--- src/sv/nfd_pkg.sv ---
// ----------------------------------------------------------------------------
// Navigation frame deframer package
// Byte codes, field layout and widths shared by the deframer and its checker.
// ----------------------------------------------------------------------------
package nfd_pkg;

  // Frame markers
  localparam logic [7:0] HDR_BYTE = 8'hBD;
  localparam logic [7:0] ID_BYTE  = 8'h0B;

  // Held frame bytes: only offsets 3 to 39 carry field data
  localparam int HELD_LO = 3;
  localparam int HELD_HI = 39;

  // Field layout
  localparam int NUM_FIELDS = 16;
  localparam int FIELD_ID_W = 4;
  localparam int FIELD_VAL_W = 32;
  localparam logic [FIELD_ID_W-1:0] LAST_FIELD_ID = 4'd15;

  localparam logic [5:0] FLD_OFFSET [NUM_FIELDS] = '{
    6'd3, 6'd5, 6'd7, 6'd9, 6'd11, 6'd13, 6'd15, 6'd17,
    6'd19, 6'd21, 6'd25, 6'd29, 6'd33, 6'd35, 6'd37, 6'd39
  };
  localparam logic [2:0] FLD_SIZE [NUM_FIELDS] = '{
    3'd2, 3'd2, 3'd2, 3'd2, 3'd2, 3'd2, 3'd2, 3'd2,
    3'd2, 3'd4, 3'd4, 3'd4, 3'd2, 3'd2, 3'd2, 3'd1
  };

  typedef logic [7:0]             byte_t;
  typedef logic [FIELD_ID_W-1:0]  field_id_t;
  typedef logic [FIELD_VAL_W-1:0] field_val_t;

endpackage

--- src/sv/nav_frame_deframer_top.sv ---
// Output: the fields of a good frame appear in the cycle after its checksum byte
// is accepted, one field per cycle while the field channel does not stall.
// Input: one byte per cycle; a checksum byte is stalled only while the
// previous frame's run is still being delivered.
// Reset: the deframer returns to hunting for a header and no run is pending.
// ----------------------------------------------------------------------------
// Navigation frame deframer
// Finds header and identifier bytes, checks the XOR checksum and delivers the
// sixteen raw fields of each good frame as a run of output transactions.
// ----------------------------------------------------------------------------
module nav_frame_deframer_top #(
  parameter int FRAME_LENGTH = 58
) (
  input  logic                           clk_i,
  input  logic                           rst_ni,
  input  logic                           rx_valid_i,
  output logic                           rx_stall_o,
  input  logic [7:0]                     rx_byte_i,
  output logic                           fld_valid_o,
  input  logic                           fld_stall_i,
  output logic [nfd_pkg::FIELD_ID_W-1:0] field_id_o,
  output logic signed [nfd_pkg::FIELD_VAL_W-1:0] field_value_o,
  output logic                           last_o
);

  localparam int PosW = $clog2(FRAME_LENGTH);
  localparam logic [PosW-1:0] CsumPos = PosW'(FRAME_LENGTH - 1);

  // Deframer state
  logic [PosW-1:0]     pos_q, pos_d;
  nfd_pkg::byte_t      xor_q, xor_d;
  logic                early_hdr_q, early_hdr_d;
  nfd_pkg::byte_t      held_q [nfd_pkg::HELD_LO:nfd_pkg::HELD_HI];
  nfd_pkg::byte_t      snap_q [nfd_pkg::HELD_LO:nfd_pkg::HELD_HI];

  // Output run state
  logic                busy_q, busy_d;
  nfd_pkg::field_id_t  cnt_q, cnt_d;

  logic rx_acc, fld_acc, is_csum, body_byte, good_frame;
  logic is_hdr, is_id;
  nfd_pkg::field_val_t fval [nfd_pkg::NUM_FIELDS];

  assign is_csum    = (pos_q >= CsumPos);
  assign rx_stall_o = busy_q && is_csum;
  assign rx_acc     = rx_valid_i && !rx_stall_o;
  assign fld_acc    = fld_valid_o && !fld_stall_i;
  assign is_hdr     = (rx_byte_i == nfd_pkg::HDR_BYTE);
  assign is_id      = (rx_byte_i == nfd_pkg::ID_BYTE);
  assign body_byte  = rx_acc && (pos_q > PosW'(2)) && !is_csum;
  assign good_frame = rx_acc && is_csum && (rx_byte_i == xor_q);

  // Frame tracking: header hunt, identifier check with resync, checksum
  always_comb begin
    pos_d       = pos_q;
    xor_d       = xor_q;
    early_hdr_d = early_hdr_q;
    if (rx_acc) begin
      if (pos_q == '0) begin
        if (is_hdr) begin
          pos_d       = PosW'(1);
          xor_d       = nfd_pkg::HDR_BYTE;
          early_hdr_d = 1'b0;
        end
      end else if (pos_q == PosW'(1)) begin
        pos_d       = PosW'(2);
        xor_d       = xor_q ^ rx_byte_i;
        early_hdr_d = is_hdr;
      end else if (pos_q == PosW'(2)) begin
        if (is_id) begin
          pos_d = PosW'(3);
          xor_d = xor_q ^ rx_byte_i;
        end else if (early_hdr_q) begin
          // Byte 1 was a header: restart there with two bytes seen.
          pos_d       = PosW'(2);
          xor_d       = nfd_pkg::HDR_BYTE ^ rx_byte_i;
          early_hdr_d = is_hdr;
        end else if (is_hdr) begin
          // This byte is a header: restart with one byte seen.
          pos_d       = PosW'(1);
          xor_d       = nfd_pkg::HDR_BYTE;
          early_hdr_d = 1'b0;
        end else begin
          pos_d       = '0;
          xor_d       = '0;
          early_hdr_d = 1'b0;
        end
      end else if (!is_csum) begin
        pos_d = pos_q + PosW'(1);
        xor_d = xor_q ^ rx_byte_i;
      end else begin
        pos_d       = '0;
        xor_d       = '0;
        early_hdr_d = 1'b0;
      end
    end
  end

  // Run counter: a good frame starts a run, each accepted field advances it
  always_comb begin
    busy_d = busy_q;
    cnt_d  = cnt_q;
    if (good_frame) begin
      busy_d = 1'b1;
      cnt_d  = '0;
    end else if (fld_acc) begin
      cnt_d = cnt_q + nfd_pkg::FIELD_ID_W'(1);
      if (cnt_q == nfd_pkg::LAST_FIELD_ID) begin
        busy_d = 1'b0;
      end
    end
  end

  always_ff @(posedge clk_i or negedge rst_ni) begin
    if (!rst_ni) begin
      pos_q       <= '0;
      xor_q       <= '0;
      early_hdr_q <= 1'b0;
      busy_q      <= 1'b0;
      cnt_q       <= '0;
    end else begin
      pos_q       <= pos_d;
      xor_q       <= xor_d;
      early_hdr_q <= early_hdr_d;
      busy_q      <= busy_d;
      cnt_q       <= cnt_d;
    end
  end

  // Byte store and snapshot: each entry is written at its own frame offset
  for (genvar e = nfd_pkg::HELD_LO; e <= nfd_pkg::HELD_HI; e++) begin : g_held
    always_ff @(posedge clk_i) begin
      if (body_byte && (pos_q == PosW'(e))) begin
        held_q[e] <= rx_byte_i;
      end
      if (good_frame) begin
        snap_q[e] <= held_q[e];
      end
    end
  end

  // Field assembly from fixed snapshot positions, little-endian
  for (genvar k = 0; k < nfd_pkg::NUM_FIELDS; k++) begin : g_fld
    localparam int Off = int'(nfd_pkg::FLD_OFFSET[k]);
    if (nfd_pkg::FLD_SIZE[k] == 3'd4) begin : g_w32
      assign fval[k] = {snap_q[Off+3], snap_q[Off+2], snap_q[Off+1], snap_q[Off]};
    end else if (nfd_pkg::FLD_SIZE[k] == 3'd2) begin : g_w16
      assign fval[k] = {{16{snap_q[Off+1][7]}}, snap_q[Off+1], snap_q[Off]};
    end else begin : g_w8
      assign fval[k] = {24'd0, snap_q[Off]};
    end
  end

  // Output transaction
  assign fld_valid_o   = busy_q;
  assign field_id_o    = cnt_q;
  assign field_value_o = fval[cnt_q];
  assign last_o        = (cnt_q == nfd_pkg::LAST_FIELD_ID);

endmodule

--- config.mk ---
export PLATFORM = sky130hd
export DESIGN_NAME = nav_frame_deframer_top
export DESIGN_NICKNAME = d
export VERILOG_FILES = /design/src/sv/nfd_pkg.sv /design/src/sv/nav_frame_deframer_top.sv
export SDC_FILE = /design/constraint.sdc
export NUM_CORES = 1
export LEC_CHECK = 0
export ABC_AREA = 1
export BUFFER_PORTS_ARGS = -buffer_cell sky130_fd_sc_hd__buf_2
export CORE_MARGIN = 8
export CORE_UTILIZATION = 66
export DETAILED_ROUTE_END_ITERATION = 6
export PLACE_DENSITY = 0.86
export SETUP_SLACK_MARGIN = 0.05
export SLEW_MARGIN = 40
export SYNTH_ARGS = -nofsm -noshare
export SYNTH_HDL_FRONTEND = slang
export SYNTH_SLANG_ARGS = --single-unit
--- constraint.sdc ---
create_clock -name clk_i -period 17.3 [get_ports clk_i]
set_input_delay 3.46 -clock clk_i [delete_from_list [all_inputs] [get_ports clk_i]]
set_output_delay 3.46 -clock clk_i [all_outputs]
set_load 0.05 [all_outputs]
==> Word-level counts from Yosys, hierarchy flattened <==
Memories as Yosys holds them, arrays and structs flattened.
Cells that the tools add are included.
{ "totals": {"register_bits": 20, "elab_cells": 365, "ram_bits": 592, "output_inout_bits": 39, "in_bits": 12, "mem_count": 2} }
{ "memory_table": {"columns": ["memory", "depth", "word_bits", "read_ports", "rd_clocked_by_memory_dff", "wr", "line", "source"], "rows": [
  ["held_q", 37, 8, 37, 0, 1, "nav_frame_deframer_top.sv:33", "nfd_pkg::byte_t held_q [nfd_pkg::HELD_LO:nfd_pkg::HELD_HI];"],
  ["snap_q", 37, 8, 37, 0, 37, "nav_frame_deframer_top.sv:34", "nfd_pkg::byte_t snap_q [nfd_pkg::HELD_LO:nfd_pkg::HELD_HI];"]
]} }
{ "classes": {"n_reduce_logical": 90, "mux": 215, "n_eq_ne": 45, "addsub": 2, "order_cmp": 3, "n_bitwise": 3} }
{ "op_table": {"columns": ["operator", "n"], "rows": [
  ["$mux 8", 44],
  ["$reduce_or 8->1", 36],
  ["$mux 6", 41],
  ["$bmux 32 s4", 1],
  ["$mux 1", 123],
  ["$eq 6x5->1 const B", 16],
  ["$mux 32", 2],
  ["$eq 6x4->1 const B", 8],
  ["$eq 6x6->1 const B", 8],
  ["$logic_and 1x1->1", 44],
  ["$eq 6x3->1 const B", 4],
  ["$eq 6x2->1 const B", 2],
  ["$eq 8x4->1 const B", 1],
  ["$eq 8x8->1", 1],
  ["$eq 8x8->1 const B", 1],
  ["$mux 4", 2],
  ["$xor 8x8->8", 1],
  ["$add 6x1->6 const B", 1],
  ["$eq 6x1->1 const B", 1],
  ["$ge 6x6->1 const B", 1],
  ["$gt 6x2->1 const B", 1],
  ["$logic_not 6->1", 1],
  ["$not 6->6", 1],
  ["$ge 5x5->1 const B", 1],
  ["other kinds (11)", 16]
]} }

==> Logic depth before layout (Yosys ltp) <==
{ "logic_depth": {"depth_word": 46, "depth_mapped": 11, "ltp_nobuf": 11} }

==> Worst setup path after synthesis <==
OpenSTA, ideal clock, no wires.
{ "synth_path": {"kind": "input-to-reg", "from": "in rx_byte_i[6]", "to": "mem snap_q[10][0] in the netlist's numbering (enable)", "arrival_ns": 11.477, "stages": 5, "path_buffers": 0, "setup_ns": 0.726, "path_slack_ns": 5.097, "path_cell_list": "xnor2_1 -> nand4_1 -> nor2_1 -> nand2_1 -> nor2_2"} }
{ "synth_lines": {"columns": ["item", "line", "source"], "rows": [
  ["start, declared", "nav_frame_deframer_top.sv:18", "input logic [7:0] rx_byte_i,"],
  ["end, declared", "nav_frame_deframer_top.sv:34", null]
]} }

==> Worst setup path after layout <==
{ "layout_path": {"from": "reg cnt_q[0] (netlist: field_id_o[0])", "to": "out field_value_o[26] in the netlist's numbering"} }
{ "layout_between": {"elab_chain_cells": 4} }
{ "layout_lines": {"columns": ["item", "line", "source"], "rows": [
  ["start, declared", "nav_frame_deframer_top.sv:38", "nfd_pkg::field_id_t cnt_q, cnt_d;"],
  ["start signal, assigned", "nav_frame_deframer_top.sv:126", "cnt_q <= cnt_d;"],
  ["$not 4->5 (implied by the code)", "nav_frame_deframer_top.sv:157", "assign field_value_o = fval[cnt_q];"],
  ["$bmux 32 s4", "nav_frame_deframer_top.sv:157", null],
  ["$mux 32 (implied by the code) (2 in a row)", "nav_frame_deframer_top.sv:157", null],
  ["end, declared", "nav_frame_deframer_top.sv:22", "output logic signed [nfd_pkg::FIELD_VAL_W-1:0] field_value_o,"]
]} }
Every way passes these cells. The select of a mux whose other input is x is not followed.

==> summary.md <==
No sink is reached through more buffers than the 3 on the longest clock path. The proportion of layout cells with a drive suffix above 1 came out at 0.140. The post-synthesis sequential element count was 612.

In the final routed layout, each cell accounts on average for 25.1 µm. The share of the synthesized area in the top cell type works out to 0.794. In the post-synthesis netlist, the biggest area contributors are sky130_fd_sc_hd__edfxtp_1 (79%), sky130_fd_sc_hd__nand2_1 (3.8%), sky130_fd_sc_hd__nand3_1 (2.9%). The number of buffers added by the clock tree synthesis step is 55, and the slew at the pin closest to its max-slew limit is 0.873 ns. On the worst path, the slowest cell contributes a delay of 0.68 ns. From left edge to right edge, the die measures 200 µm. The distinct cell type count of the synthesized netlist is 44, and the remaining global-route overflow is 0. Timing analysis after detailed placement gives a worst setup slack of 10.68 ns.

In this run the mean area of a mapped cell was 15.3 µm². The floorplan step defined a die boundary enclosing 0.0401 mm². STA classifies the critical path endpoint as a primary output.

The clock arrives with 0.0258 ns of skew. The number of global-route vias before repair is 13000, and the sequential share of the synthesized area is 0.816. The final non-filler cell total was 2019; the post-route setup TNS was 0 ns.

Power spread over the standard cell area amounts to 130 mW/mm². The initial antenna violation count is 1. The via count was 13000; the DRC marker count from the first detailed-route iteration was 1740.

The clock slew at the register clock pins of the worst setup and hold paths came out at 0.06 ns. For this run, design rule violations remaining after detail routing come to 0. After the last flow step, the layout net total stands at 1544.

The net count after synthesis was 1479. Across the run, the number of max-cap violations was 0. Quantity of I/O buffers inserted on ports: 50. The number of hold buffers added after CTS was 0. Across the VDD grid, the largest voltage drop is 0.110 mV. The clock period could shrink to 7.35 ns. Cell with the largest stage delay on the worst path: sky130_fd_sc_hd__dfrtp_4. The tools report the starting density of the core as 0.670. TritonCTS built the clock tree. The master cell of the clock root buffer is sky130_fd_sc_hd__clkbuf_16. Routability-driven placement finished with a final weighted congestion of 0.896. 51 I/O pins were placed.

The post-synthesis instance area is 0.0224 mm². For flop-to-flop paths, the worst setup slack is 13.55 ns. Post-CTS repair changed the size of 0 cells.

The worst-case headroom to the max-slew limit was 0.418; the diode insertion count for antenna repair was 0. The completed layout was analyzed and its total power is 3.25 mW. The final core utilization was 0.749. The path class of the tightest hold or removal check is reg2reg. Derived from the worst setup path, the maximum achievable clock frequency is 136 MHz. The run gives 0 as the number of pins exceeding their max-slew limit in the final report.

The worst setup path is launched from a register. In this run the worst path has a maximum fanout of 93. The tools report the post-synthesis instance total as 1461.

The run gives 0 as the number of endpoints failing setup at the final stage. The count of yosys warnings during synthesis is 0. Once placement completed, the tool counted placed cells totaling 1917. The layout-stage area growth over the synthesis result is 11.8%. The H-tree was split into 2 levels. STA puts the critical path data arrival time at 3.89 ns. Across all setup checks in the final design, the least slack found is 9.95 ns. The total wirelength of the detailed-routed design was 50800 µm; the part of the cycle the worst path needs was 0.425.

The first global-routing pass estimated 76300 µm of wire. The logs give 0.248 for the global-route usage over all layers and 67 for the site row count. The die is 200 µm tall. Entering global routing, the biggest net connects 94 pins. HPWL after detailed placement: 26800 µm.

The static leakage power was 8.47 nW; the post-CTS setup repair buffer count was 0. The hold violation total from the final report was 0. After detailed routing, the number of vias per cell comes to 6.43. Walking the worst path, the cells encountered are inv_4, buf_6, o21ai_0, o221ai_1, nand4_2, nand3_1, buf_2.

The worst setup path is of the reg2out kind. In this run the standard cell core region covers 0.0334 mm². The data required time at the worst endpoint is 13.84 ns, and the latest clock arrival within the worst-skew pair is 0.59 ns.

The tools report the number of sinks handled by clock tree synthesis as 612. The count of nets left with antenna violations once routing finished came out at 0. Setup repair after global routing left no endpoint under its margin.

The run finished with clean final reports. The first-pass iteration count of the detailed router came out at 5. The cell accounting for the most synthesized area is sky130_fd_sc_hd__edfxtp_1.
==> power by group <==
part,switching (mW),internal (mW),leakage [nW]
clock,0.523,0.727,0.913
combinational,0.238,0.0835,1.99
sequential,0.0263,1.65,5.57
total,0.787,2.46,8.47
==> Yosys cell counts (all sizes together) <==
cell     instances
edfxtp         592
nand2          232
nor2           175
nand3          134
o21ai          102
inv             40
buf             33
o22ai           30
clkbuf          28
dfrtp           20
o221ai          17
nand4           13
xnor2            8
a21oi            7
a2bb2oi          7
ha               6
clkinv           2
nand3b           2
nor4             2
o211ai           2
or2              2
xor2             2
a22oi            1
a31oi            1
and2             1
nor3             1
o31ai            1
==> logic make-up after synthesis <==
| family | Yosys count | synth area share |
|---|---|---|
| flip-flops | 612 | 0.816 |
| AO/OA/AOI/OAI | 168 | 0.0452 |
| adder cells (fa/ha/maj) | 6 | 0.00335 |
| XOR/XNOR | 10 | 0.00391 |
| buffers and inverters | 103 | 0.0206 |
| AND/OR/NAND/NOR | 562 | 0.111 |
==> registers in the layout, summed over array words and instances (netlist names) <==
| name | count |
|---|---|
| pos_q | 6 |
| field_id_o | 4 |
| held_q | 296 |
| early_hdr_q | 1 |
| snap_q | 296 |
| xor_q | 8 |
| fld_valid_o | 1 |
==> cell type report <==
cell class,instances,area [µm²]
sequential,612,18300
fill,1677,8400
multi-input combinational,746,3720
clock buffer,66,1440
tap,448,561
timing repair buffer,69,468
clock inverter,36,410
inverter,42,163
==> cells in the final DEF, fill, tap and decap left out, types with 9 or more instances in the layout <==
| cell | synthesis | routed |
|---|---|---|
| sky130_fd_sc_hd__edfxtp_1 | 592 | 592 |
| sky130_fd_sc_hd__nand2_1 | 224 | 224 |
| sky130_fd_sc_hd__nor2_1 | 156 | 136 |
| sky130_fd_sc_hd__nand3_1 | 130 | 130 |
| sky130_fd_sc_hd__o21ai_0 | 98 | 98 |
| sky130_fd_sc_hd__clkbuf_16 | 0 | 56 |
| sky130_fd_sc_hd__buf_2 | 24 | 49 |
| sky130_fd_sc_hd__inv_1 | 32 | 32 |
| sky130_fd_sc_hd__nor2_2 | 13 | 32 |
| sky130_fd_sc_hd__o22ai_1 | 30 | 30 |
| sky130_fd_sc_hd__dfrtp_1 | 20 | 18 |
| sky130_fd_sc_hd__o221ai_1 | 17 | 17 |
| sky130_fd_sc_hd__buf_4 | 3 | 14 |
| sky130_fd_sc_hd__clkinv_1 | 2 | 13 |
| sky130_fd_sc_hd__clkinv_2 | 0 | 13 |
| sky130_fd_sc_hd__nand4_1 | 12 | 12 |
| sky130_fd_sc_hd__clkbuf_1 | 28 | 10 |
| sky130_fd_sc_hd__bufinv_16 | 0 | 9 |
==> layer usage <==
metal	GRT usage	part of all wire	up-vias	wire, µm
met5	0	0	-	0
met4	0.116	0.042	0	2130
met3	0.0478	0.11	158	5400
met2	0.411	0.50	1041	25400
met1	0.315	0.35	6278	17900
li1	-	-	5500	-
==> metrics by stage <==
stage	hold WS, ns	instance area (µm²)
floorplan	0.400	22400
CTS	0.403	25000
global route	0.413	25000
finish	0.405	25000
global placement	0.400	23100
detailed placement	0.405	23200
==> critical path: cells and delay by family (launching register included) <==
kind,cells,cell delay (ns)
and+or+nand+nor,2,0.77
AOI/OAI and AO/OA,2,0.42
buffers and inverters,3,1.37
DFF,1,0.68
==> worst paths after layout <==
path / from / to / cells past startpoint
worst min register to register: held_q[0][58] / snap_q[7][2] / 0
worst min-delay path: held_q[0][58] / snap_q[7][2] / 0
min in group asynchronous: rst_ni / early_hdr_q / 1
worst max-delay path: field_id_o[0] / field_value_o[26] / 7
max in group asynchronous: rst_ni / field_id_o[0] / 1
worst max register to register: pos_q[1] / snap_q[22][3] / 11
No activity file was read; power rests on OpenSTA's default activity.
